File: src/hw/rtl/tdr_pkg.sv
// Types, constants and the control store shared by the thruster conditioner.
// Depends on nothing; imported by tdr_div and thrust_desaturate_and_ramp_unit.
`default_nettype none

package tdr_pkg;

    localparam int MAXCH = 8;

    // Opcode of an input item
    localparam logic OP_LOAD = 1'b0;
    localparam logic OP_TICK = 1'b1;

    // Register index on the configuration port (paddr[2])
    localparam logic REG_LIMIT = 1'b0;
    localparam logic REG_STEP  = 1'b1;

    localparam logic [14:0] LIMIT_RESET = 15'd32767;
    localparam logic [14:0] STEP_RESET  = 15'd1024;

    // Shared divider: 30-bit magnitude by 15-bit divisor, 15-bit quotient
    localparam int QUOT_W    = 15;
    localparam int DIVD_W    = 2 * QUOT_W;
    localparam int DIV_BITS  = 3;
    localparam int DIV_STEPS = QUOT_W / DIV_BITS;
    localparam int DCNT_W    = $clog2(DIV_STEPS);

    typedef struct packed {
        logic              op;
        logic signed [15:0] target_0;
        logic signed [15:0] target_1;
        logic signed [15:0] target_2;
        logic signed [15:0] target_3;
        logic signed [15:0] target_4;
        logic signed [15:0] target_5;
        logic signed [15:0] target_6;
        logic signed [15:0] target_7;
    } tdr_in_t;

    typedef struct packed {
        logic signed [15:0] drive_0;
        logic signed [15:0] drive_1;
        logic signed [15:0] drive_2;
        logic signed [15:0] drive_3;
        logic signed [15:0] drive_4;
        logic signed [15:0] drive_5;
        logic signed [15:0] drive_6;
        logic signed [15:0] drive_7;
        logic               overflowing;
    } tdr_out_t;

    typedef struct packed {
        logic load;
        logic step;
    } tdr_div_ctrl_t;

    // Datapath operation of one control word
    typedef enum logic [3:0] {
        UOP_NOP,
        UOP_ACCEPT,
        UOP_TICK,
        UOP_MAX,
        UOP_CHECK,
        UOP_MUL,
        UOP_DLOAD,
        UOP_DIV,
        UOP_WRITE,
        UOP_EMIT
    } uop_t;

    // Jump condition of one control word
    typedef enum logic [2:0] {
        JC_NEVER,
        JC_ALWAYS,
        JC_NO_ITEM,
        JC_IS_LOAD,
        JC_CH_MORE,
        JC_NO_OVF,
        JC_DIV_MORE,
        JC_OUT_BUSY
    } jcond_t;

    typedef logic [3:0] step_t;

    localparam step_t STEP_IDLE     = 4'd0;
    localparam step_t STEP_DISPATCH = 4'd1;
    localparam step_t STEP_TICK     = 4'd2;
    localparam step_t STEP_MAX      = 4'd3;
    localparam step_t STEP_CHECK    = 4'd4;
    localparam step_t STEP_MUL      = 4'd5;
    localparam step_t STEP_DLOAD    = 4'd6;
    localparam step_t STEP_DIV      = 4'd7;
    localparam step_t STEP_WRITE    = 4'd8;
    localparam step_t STEP_EMIT     = 4'd9;
    localparam step_t STEP_LAST     = STEP_EMIT;

    typedef struct packed {
        uop_t   uop;
        jcond_t cond;
        step_t  target;
    } ucw_t;

    // Control store: jump to target when the condition holds, else advance
    // (wrapping from the last step to the first).
    function automatic ucw_t tdr_ucode(input step_t pc);
        ucw_t w;
        case (pc)
            STEP_IDLE:     w = '{UOP_ACCEPT, JC_NO_ITEM,  STEP_IDLE};
            STEP_DISPATCH: w = '{UOP_NOP,    JC_IS_LOAD,  STEP_MAX};
            STEP_TICK:     w = '{UOP_TICK,   JC_ALWAYS,   STEP_EMIT};
            STEP_MAX:      w = '{UOP_MAX,    JC_CH_MORE,  STEP_MAX};
            STEP_CHECK:    w = '{UOP_CHECK,  JC_NO_OVF,   STEP_EMIT};
            STEP_MUL:      w = '{UOP_MUL,    JC_NEVER,    STEP_IDLE};
            STEP_DLOAD:    w = '{UOP_DLOAD,  JC_NEVER,    STEP_IDLE};
            STEP_DIV:      w = '{UOP_DIV,    JC_DIV_MORE, STEP_DIV};
            STEP_WRITE:    w = '{UOP_WRITE,  JC_CH_MORE,  STEP_MUL};
            STEP_EMIT:     w = '{UOP_EMIT,   JC_OUT_BUSY, STEP_EMIT};
            default:       w = '{UOP_NOP,    JC_ALWAYS,   STEP_IDLE};
        endcase
        return w;
    endfunction

endpackage

`default_nettype wire

File: src/hw/rtl/tdr_div.sv
// Iterative unsigned divider, DIV_BITS quotient bits per cycle while ctrl.step is high.
// Depends on tdr_pkg; instantiated by thrust_desaturate_and_ramp_unit.
`default_nettype none

module tdr_div (
    input  logic                          aclk,
    input  tdr_pkg::tdr_div_ctrl_t        ctrl,
    input  logic [tdr_pkg::DIVD_W-1:0]    dividend,
    input  logic [tdr_pkg::QUOT_W-1:0]    divisor,
    output logic [tdr_pkg::QUOT_W-1:0]    quotient
);
    import tdr_pkg::*;

    // Partial remainder, and dividend bits still to shift in with the
    // quotient growing in from the bottom.
    logic [QUOT_W-1:0] rem_reg, rem_next;
    logic [QUOT_W-1:0] dq_reg,  dq_next;

    always_comb begin
        logic [QUOT_W:0] trial;
        rem_next = rem_reg;
        dq_next  = dq_reg;
        for (int k = 0; k < DIV_BITS; k++) begin
            trial   = {rem_next, dq_next[QUOT_W-1]};
            dq_next = {dq_next[QUOT_W-2:0], 1'b0};
            if (trial >= {1'b0, divisor}) begin
                trial      = trial - {1'b0, divisor};
                dq_next[0] = 1'b1;
            end
            rem_next = trial[QUOT_W-1:0];
        end
    end

    // The upper half of the dividend is below the divisor, so the quotient
    // fits in QUOT_W bits.
    always_ff @(posedge aclk) begin
        if (ctrl.load) begin
            rem_reg <= dividend[DIVD_W-1:QUOT_W];
            dq_reg  <= dividend[QUOT_W-1:0];
        end else if (ctrl.step) begin
            rem_reg <= rem_next;
            dq_reg  <= dq_next;
        end
    end

    assign quotient = dq_reg;

endmodule

`default_nettype wire

File: src/hw/rtl/thrust_desaturate_and_ramp_unit.sv
// Thruster command conditioner: desaturation by rescaling plus slew limiting.
// Depends on tdr_pkg and tdr_div.
`default_nettype none

// Channel   Direction  Transfer rule                     Payload
// s_        in         s_valid & s_ready                 tdr_in_t  (op, target_0..7)
// m_        out        m_valid & m_ready                 tdr_out_t (drive_0..7, overflowing)
// APB       in/out     psel & penable & pwrite & pready  limit @0x0, step @0x4
//
// Item flow (N = CHANNELS): a tick item moves the drives and goes to emit;
// a load item takes the maximum over the N targets, then within the limit stores
// them as goals, or above it has the shared divider take every channel in turn:
// multiply, load, quotient steps and writing the goal, before the result is emitted.
// Reset is synchronous: goals, drives and flag clear, registers take their
// reset values. A result waiting in the output register holds the sequencer
// only at its emit step; the next item is taken once that result has moved on.

module thrust_desaturate_and_ramp_unit #(
    parameter int CHANNELS = 8
) (
    input  logic              aclk,
    input  logic              aresetn,

    input  logic              s_valid,
    output logic              s_ready,
    input  tdr_pkg::tdr_in_t  s_data,

    output logic              m_valid,
    input  logic              m_ready,
    output tdr_pkg::tdr_out_t m_data,

    input  logic              psel,
    input  logic              penable,
    input  logic              pwrite,
    input  logic [2:0]        paddr,
    input  logic [31:0]       pwdata,
    output logic [31:0]       prdata,
    output logic              pready
);
    import tdr_pkg::*;

    localparam int CH_W = (CHANNELS > 1) ? $clog2(CHANNELS) : 1;
    localparam logic [CH_W-1:0] LAST_CH = CH_W'(CHANNELS - 1);
    localparam logic [DCNT_W-1:0] DCNT_LAST = DCNT_W'(DIV_STEPS - 1);

    // ---------------------------------------------------------------
    // Configuration registers
    // ---------------------------------------------------------------
    logic [14:0] limit_reg;
    logic [14:0] step_reg;
    logic        cfg_wr;

    assign pready = 1'b1;
    assign cfg_wr = psel && penable && pwrite && pready;

    always_ff @(posedge aclk) begin
        if (!aresetn) begin
            limit_reg <= LIMIT_RESET;
            step_reg  <= STEP_RESET;
        end else if (cfg_wr) begin
            case (paddr[2])
                REG_LIMIT: limit_reg <= pwdata[14:0];
                REG_STEP:  step_reg  <= pwdata[14:0];
                default:   ;
            endcase
        end
    end

    always_comb begin
        case (paddr[2])
            REG_LIMIT: prdata = {17'd0, limit_reg};
            REG_STEP:  prdata = {17'd0, step_reg};
            default:   prdata = '0;
        endcase
    end

    // ---------------------------------------------------------------
    // Sequencer: step counter addressing the control store
    // ---------------------------------------------------------------
    step_t pc_reg, pc_next;
    ucw_t  ucw;
    logic  taken;

    // Datapath state
    tdr_in_t                  in_reg;
    logic                     in_load;
    logic [CH_W-1:0]          ch_reg, ch_next, ch_adv;
    logic signed [15:0]       max_reg, max_next;
    logic                     flag_reg, flag_next;
    logic                     neg_reg, neg_next;
    logic [DIVD_W-1:0]        prod_reg, prod_next;
    logic [DCNT_W-1:0]        dcnt_reg, dcnt_next;
    logic signed [15:0]       goal_reg  [CHANNELS];
    logic signed [15:0]       goal_next [CHANNELS];
    logic signed [15:0]       drive_reg  [CHANNELS];
    logic signed [15:0]       drive_next [CHANNELS];
    logic signed [15:0]       tick_val   [CHANNELS];
    tdr_out_t                 out_reg, out_next;
    logic                     m_valid_reg, m_valid_next;

    logic signed [15:0]       tgt [MAXCH];
    logic signed [15:0]       tgt_sel;
    logic [15:0]              tgt_mag;
    logic [30:0]              mul_full;
    logic                     ovf_now;
    logic                     out_busy;
    logic [QUOT_W-1:0]        quot;
    logic [15:0]              quot_ext;
    logic signed [15:0]       drv_ext [MAXCH];
    tdr_div_ctrl_t            div_ctrl;

    assign ucw      = tdr_ucode(pc_reg);
    assign s_ready  = (pc_reg == STEP_IDLE);
    assign out_busy = m_valid_reg && !m_ready;
    assign ovf_now  = max_reg > $signed({1'b0, limit_reg});
    assign ch_adv   = (ch_reg == LAST_CH) ? '0 : CH_W'(ch_reg + 1'b1);

    always_comb begin
        case (ucw.cond)
            JC_NEVER:    taken = 1'b0;
            JC_ALWAYS:   taken = 1'b1;
            JC_NO_ITEM:  taken = !s_valid;
            JC_IS_LOAD:  taken = (in_reg.op == OP_LOAD);
            JC_CH_MORE:  taken = (ch_reg != LAST_CH);
            JC_NO_OVF:   taken = !ovf_now;
            JC_DIV_MORE: taken = (dcnt_reg != DCNT_LAST);
            JC_OUT_BUSY: taken = out_busy;
            default:     taken = 1'b0;
        endcase
    end

    always_comb begin
        if (taken) begin
            pc_next = ucw.target;
        end else if (pc_reg == STEP_LAST) begin
            pc_next = STEP_IDLE;
        end else begin
            pc_next = pc_reg + 4'd1;
        end
    end

    // ---------------------------------------------------------------
    // Operand selection
    // ---------------------------------------------------------------
    assign tgt[0] = in_reg.target_0;
    assign tgt[1] = in_reg.target_1;
    assign tgt[2] = in_reg.target_2;
    assign tgt[3] = in_reg.target_3;
    assign tgt[4] = in_reg.target_4;
    assign tgt[5] = in_reg.target_5;
    assign tgt[6] = in_reg.target_6;
    assign tgt[7] = in_reg.target_7;

    assign tgt_sel  = tgt[ch_reg];
    // Magnitude as unsigned: the most negative target maps to 32768
    assign tgt_mag  = tgt_sel[15] ? (~tgt_sel + 16'd1) : tgt_sel;
    assign mul_full = 31'(tgt_mag) * 31'(limit_reg);
    assign quot_ext = {1'b0, quot};

    // Unused channels read as zero on the result
    for (genvar g = 0; g < MAXCH; g++) begin : g_drv
        if (g < CHANNELS) begin : g_used
            assign drv_ext[g] = drive_reg[g];
        end else begin : g_unused
            assign drv_ext[g] = '0;
        end
    end

    // Slew limiter: move each drive toward its goal by at most step_reg
    always_comb begin
        logic signed [16:0] diff;
        logic [16:0]        dmag;
        logic [16:0]        amt;
        logic [16:0]        res;
        for (int i = 0; i < CHANNELS; i++) begin
            diff = {goal_reg[i][15], goal_reg[i]} - {drive_reg[i][15], drive_reg[i]};
            dmag = diff[16] ? 17'(-diff) : diff;
            amt  = (dmag < {2'b00, step_reg}) ? dmag : {2'b00, step_reg};
            if (diff[16]) begin
                res = {drive_reg[i][15], drive_reg[i]} - amt;
            end else begin
                res = {drive_reg[i][15], drive_reg[i]} + amt;
            end
            tick_val[i] = res[15:0];
        end
    end

    // ---------------------------------------------------------------
    // Datapath control, one operation per control word
    // ---------------------------------------------------------------
    always_comb begin
        in_load      = 1'b0;
        ch_next      = ch_reg;
        max_next     = max_reg;
        flag_next    = flag_reg;
        neg_next     = neg_reg;
        prod_next    = prod_reg;
        dcnt_next    = dcnt_reg;
        goal_next    = goal_reg;
        drive_next   = drive_reg;
        out_next     = out_reg;
        m_valid_next = m_valid_reg && !m_ready;
        div_ctrl     = '0;

        case (ucw.uop)
            UOP_NOP: ;
            UOP_ACCEPT: begin
                // Take the item and rewind the channel pointer
                if (s_valid) begin
                    in_load = 1'b1;
                    ch_next = '0;
                end
            end
            UOP_TICK: begin
                drive_next = tick_val;
            end
            UOP_MAX: begin
                // Signed maximum, one channel per cycle
                if (ch_reg == '0 || tgt_sel > max_reg) begin
                    max_next = tgt_sel;
                end
                ch_next = ch_adv;
            end
            UOP_CHECK: begin
                // Within limit: store targets unchanged
                flag_next = ovf_now;
                if (!ovf_now) begin
                    for (int i = 0; i < CHANNELS; i++) begin
                        goal_next[i] = tgt[i];
                    end
                end
            end
            UOP_MUL: begin
                neg_next  = tgt_sel[15];
                prod_next = mul_full[DIVD_W-1:0];
            end
            UOP_DLOAD: begin
                div_ctrl.load = 1'b1;
                dcnt_next     = '0;
            end
            UOP_DIV: begin
                div_ctrl.step = 1'b1;
                dcnt_next     = DCNT_W'(dcnt_reg + 1'b1);
            end
            UOP_WRITE: begin
                // Restore the sign: truncation toward zero
                goal_next[ch_reg] = neg_reg ? (~quot_ext + 16'd1) : quot_ext;
                ch_next           = ch_adv;
            end
            UOP_EMIT: begin
                if (!out_busy) begin
                    out_next.drive_0     = drv_ext[0];
                    out_next.drive_1     = drv_ext[1];
                    out_next.drive_2     = drv_ext[2];
                    out_next.drive_3     = drv_ext[3];
                    out_next.drive_4     = drv_ext[4];
                    out_next.drive_5     = drv_ext[5];
                    out_next.drive_6     = drv_ext[6];
                    out_next.drive_7     = drv_ext[7];
                    out_next.overflowing = flag_reg;
                    m_valid_next         = 1'b1;
                end
            end
            default: ;
        endcase
    end

    tdr_div u_div (
        .aclk     (aclk),
        .ctrl     (div_ctrl),
        .dividend (prod_reg),
        .divisor  (max_reg[QUOT_W-1:0]),
        .quotient (quot)
    );

    // ---------------------------------------------------------------
    // Registers
    // ---------------------------------------------------------------
    always_ff @(posedge aclk) begin
        if (!aresetn) begin
            pc_reg      <= STEP_IDLE;
            ch_reg      <= '0;
            dcnt_reg    <= '0;
            flag_reg    <= 1'b0;
            m_valid_reg <= 1'b0;
            for (int i = 0; i < CHANNELS; i++) begin
                goal_reg[i]  <= '0;
                drive_reg[i] <= '0;
            end
        end else begin
            pc_reg      <= pc_next;
            ch_reg      <= ch_next;
            dcnt_reg    <= dcnt_next;
            flag_reg    <= flag_next;
            m_valid_reg <= m_valid_next;
            goal_reg    <= goal_next;
            drive_reg   <= drive_next;
        end
    end

    // Payload: no reset needed
    always_ff @(posedge aclk) begin
        if (in_load) begin
            in_reg <= s_data;
        end
        max_reg  <= max_next;
        neg_reg  <= neg_next;
        prod_reg <= prod_next;
        out_reg  <= out_next;
    end

    assign m_valid = m_valid_reg;
    assign m_data  = out_reg;

endmodule

`default_nettype wire
File: config.mk
export PLATFORM = sky130hd
export DESIGN_NAME = thrust_desaturate_and_ramp_unit
export DESIGN_NICKNAME = d
export VERILOG_FILES = /design/src/hw/rtl/tdr_pkg.sv /design/src/hw/rtl/tdr_div.sv /design/src/hw/rtl/thrust_desaturate_and_ramp_unit.sv
export SDC_FILE = /design/constraint.sdc
export NUM_CORES = 2
export LEC_CHECK = 0
export BUFFER_PORTS_ARGS = -buffer_cell sky130_fd_sc_hd__buf_2
export CAP_MARGIN = 20
export CORE_AREA = 5 5 414 294
export DETAILED_ROUTE_END_ITERATION = 16
export DIE_AREA = 0 0 419 299
export MAX_ROUTING_LAYER = met4
export PLACE_DENSITY = 0.67
export SETUP_SLACK_MARGIN = 0.3
export SLEW_MARGIN = 10
export SYNTH_ARGS = -nofsm -noshare
export SYNTH_HDL_FRONTEND = slang
export SYNTH_SLANG_ARGS = --single-unit
File: constraint.sdc
create_clock -name aclk -period 11.45 [get_ports aclk]
set_clock_uncertainty 0.15 [all_clocks]
set_input_delay 0.5725 -clock aclk [delete_from_list [all_inputs] [get_ports aclk]]
set_output_delay 0.5725 -clock aclk [all_outputs]
set_load 0.05 [all_outputs]
==> Flow_metrics.wiki <==
{| class="wikitable"
! Metric !! Value
|-
| Outcome || complete, no violations
|-
| Yosys warnings || 0
|-
| Most common cell after layout, fill and taps aside || nand2_1
|-
| Largest net degree at the start of global routing || between 150 and 200
|-
| Dominant register cell in the synthesized netlist || edfxtp_1
|-
| Type of the worst setup path || flip-flop to flip-flop
|-
| DRC violation total after the first TritonRoute iteration || between 6000 and 7000
|-
| Layout overhead on the synthesized area || 12.5%
|-
| Synth Cell Area || around 58000 um2
|-
| Largest delay contributor family on the critical path || compound AO/OA/AOI/OAI gates
|-
| Synth Register Bits || about 640
|-
| Startpoint of the tightest hold check path || pwdata[13]
|-
| Post-synthesis instance total || roughly 6900
|-
| Required @ worst endpoint || about 12 ns
|-
| Number of buffer cells added on primary ports || 297
|-
| Launch instance of the worst register-to-register path || u_div.quotient[14]$_DFFE_PP_
|-
| End point of the worst hold path || limit_reg[13]$_SDFFE_PN1P_
|-
| Post-synthesis area per instance || 8.45 um2
|-
| Antenna Violating Nets Remaining || 0
|-
| Initial antenna violation count || 17
|-
| Post-detailed-route wirelength per cell || between 20 and 25 um
|-
| Largest fanout on the critical path || 20
|-
| Worst skew pair latency || 0.71 ns
|-
| Max Clock Freq || 0.0959 GHz
|-
| Yosys cell types || about 120
|-
| Final count of pins violating max slew || 0
|-
| Setup-violating endpoint count in the final report || 0
|-
| Vias in the first global route || ~50000
|-
| Via count || about 53000
|-
| Post-detailed-placement half-perimeter wirelength || ~170 mm
|-
| Placeable core area || around 120000 um2
|-
| Global-route track usage on met1 || 0.497
|-
| Number of ports placed on the die boundary || between 300 and 400
|-
| Total number of placement rows || about 110
|-
| Number of endpoints with negative hold slack in the final report || 0
|-
| Postcts setup bufs || 0
|-
| Shortest period the worst path allows || 10.42 ns
|-
| Post-layout nets || 8150
|-
| DR DRC count || 0
|-
| Hold Path Stages || 3
|-
| Cell at the slowest stage of the critical path || o2111a_1
|-
| Largest incremental delay on the critical path || approximately 0.6 ns
|-
| Die Span X || ~420 um
|-
| Y dimension of the die || 299 um
|-
| Layout cell share with drive strength beyond 1 || 0.0942
|-
| Commonest non-fill, non-tap cells in the layout || 786 x nand2_1, 557 x nor2_1, 547 x ha_1
|-
| First-pass iteration count of the detailed router || 9
|-
| R2r endpoint || u_div.rem_reg[2]$_DFFE_PP_
|-
| Post-synth EDFFs || approximately 340
|-
| Fraction of met2 tracks used by global routing || 0.476
|-
| Worst reg-to-reg setup slack || a little over 1 ns
|-
| Critical Path End Type || flip-flop
|-
| Met3 track demand over resource in global routing || 0.0846
|-
| Max-capacitance violation count || 0
|-
| Level count of the clock H-tree || 3
|-
| Clock transition at the registers of the reported paths || about 0.07 ns
|-
| Die ar. || approximately 130000 um2
|-
| Sum Neg Setup Slack || 0 ns
|-
| Gp weighted congestion || 1.04
|-
| Total CTS buffers || 70
|-
| Arrival time worst endpoint || roughly 11 ns
|-
| GR peak layer || met1
|-
| Buffer depth of the longest clock path || 3
|-
| Starting utilization of the core area || 0.493
|-
| Kind of launch point of the worst setup path || flip-flop
|-
| Clock sink count || approximately 640
|-
| RSZ-0062 raised after global routing || no
|-
| Total buffers and inverters traversed by the critical path || 4
|-
| Cell repeated most along the worst path || o21ai_0
|-
| Share of synthesized area occupied by flip-flops and latches || 0.279
|-
| First-pass GRT wire length || 320 mm
|-
| Worst min path class || input pin to flip-flop
|-
| Ratio of routed vias to standard cells || approximately 6
|-
| Total wire length after detailed routing || ~220 mm
|-
| Period Utilization, post-route || 0.910
|-
| Share of synthesized flip-flops with an asynchronous set or reset || 0
|-
| Grt ovf || 0
|-
| Actual slew at the worst max-slew pin || between 1 and 1.5 ns
|-
| Clock root buffer || clkbuf_16
|-
| Number of cells traversed by the worst register-to-register path || 39
|-
| GRT Resource Usage Total || 0.351
|-
| CTS tree || yes
|-
| Tightest slew margin relative to the limit || 0.237
|}
## cell usage after synthesis, drive strengths merged, types with 93 or more instances
cell / count / share of area
a21boi: 95 / 0.012
a21o: 93 / 0.012
o21a: 99 / 0.013
fa: 198 / 0.068
edfxtp: 335 / 0.17
nor2: 566 / 0.037
o21ai: 463 / 0.040
xnor2: 344 / 0.052
nand3: 103 / 0.0089
dfxtp: 309 / 0.11
and2: 162 / 0.017
inv: 535 / 0.035
clkbuf: 228 / 0.015
a21oi: 520 / 0.045
nor3: 140 / 0.012
xor2: 156 / 0.023
mux2i: 95 / 0.017
nand2: 788 / 0.051
ha: 547 / 0.12
## timing repair
item,4_1_cts,5_1_grt
hold endpoints to repair,141,3
resized for setup,0,0
hold buffers,132,3
## cells by family (layout without fill, tap and decap cells)
kind of cell | Yosys count | in the layout | synth area share
simple gates | 2224 | 2224 | 0.181
compound gates | 1792 | 1792 | 0.196
buf+inv | 837 | 1231 | 0.0563
fa+ha+maj | 745 | 745 | 0.186
flops | 644 | 644 | 0.279
xor+xnor | 500 | 500 | 0.0753
mux | 138 | 138 | 0.0263
other cells | 2 | 31 | 0.000129
## layout make-up
type / count / area [um2]
multi-input combinational: 5417 / 38900
clock buffer: 80 / 1820
tap: 1566 / 1960
sequential: 644 / 16200
clock inverter: 50 / 664
antenna: 13 / 32.5
fill: 10802 / 52500
inverter: 539 / 2030
timing repair buffer: 562 / 3840
## per-stage QoR
stage	setup slack [ns]	cells	util	hold slack, ns	cell area [um2]
2_1_floorplan	0.964	6898	-	0.258	58200
3_3_place_gp	1.44	8590	0.522	0.264	61600
3_5_place_dp	1.21	8592	0.522	0.267	61600
4_1_cts	1.12	8854	0.555	0.00167	65400
5_1_grt	0.409	8866	0.555	0.00262	65400
6_report	1.03	8871	0.555	0.0465	65500
## tightest hold or removal path, stage by stage
cell and delay [ns]:
buf_2 0.13, nand2_1 0.06, o211ai_1 0.08
## routing by layer
metal / vias to the layer above / wire, um / share of wire
met5: - / 0 / 0
met4: 0 / 11100 / 0.051
met3: 502 / 24300 / 0.11
met2: 2611 / 88200 / 0.40
met1: 25393 / 96700 / 0.44
li1: 24992 / - / -
## worst max path at each step
stage          cells past startpoint                          from  slack [ns]                    endpoint
6_report                          39  u_div.quotient[14]$_DFFE_PP_        1.03  u_div.rem_reg[2]$_DFFE_PP_
2_1_floorplan                      3                ucw[7]$_DFF_P_        0.96         m_data[0]$_DFFE_PP_
3_3_place_gp                      39  u_div.quotient[14]$_DFFE_PP_        1.44  u_div.rem_reg[1]$_DFFE_PP_
5_1_grt                           39  u_div.quotient[14]$_DFFE_PP_        0.41  u_div.rem_reg[2]$_DFFE_PP_
3_5_place_dp                      39  u_div.quotient[14]$_DFFE_PP_        1.21  u_div.rem_reg[2]$_DFFE_PP_
4_1_cts                           39  u_div.quotient[14]$_DFFE_PP_        1.12  u_div.rem_reg[2]$_DFFE_PP_
Power is not shown: default switching activity piles up to over one toggle a cycle in this logic, so the estimate is an artifact.
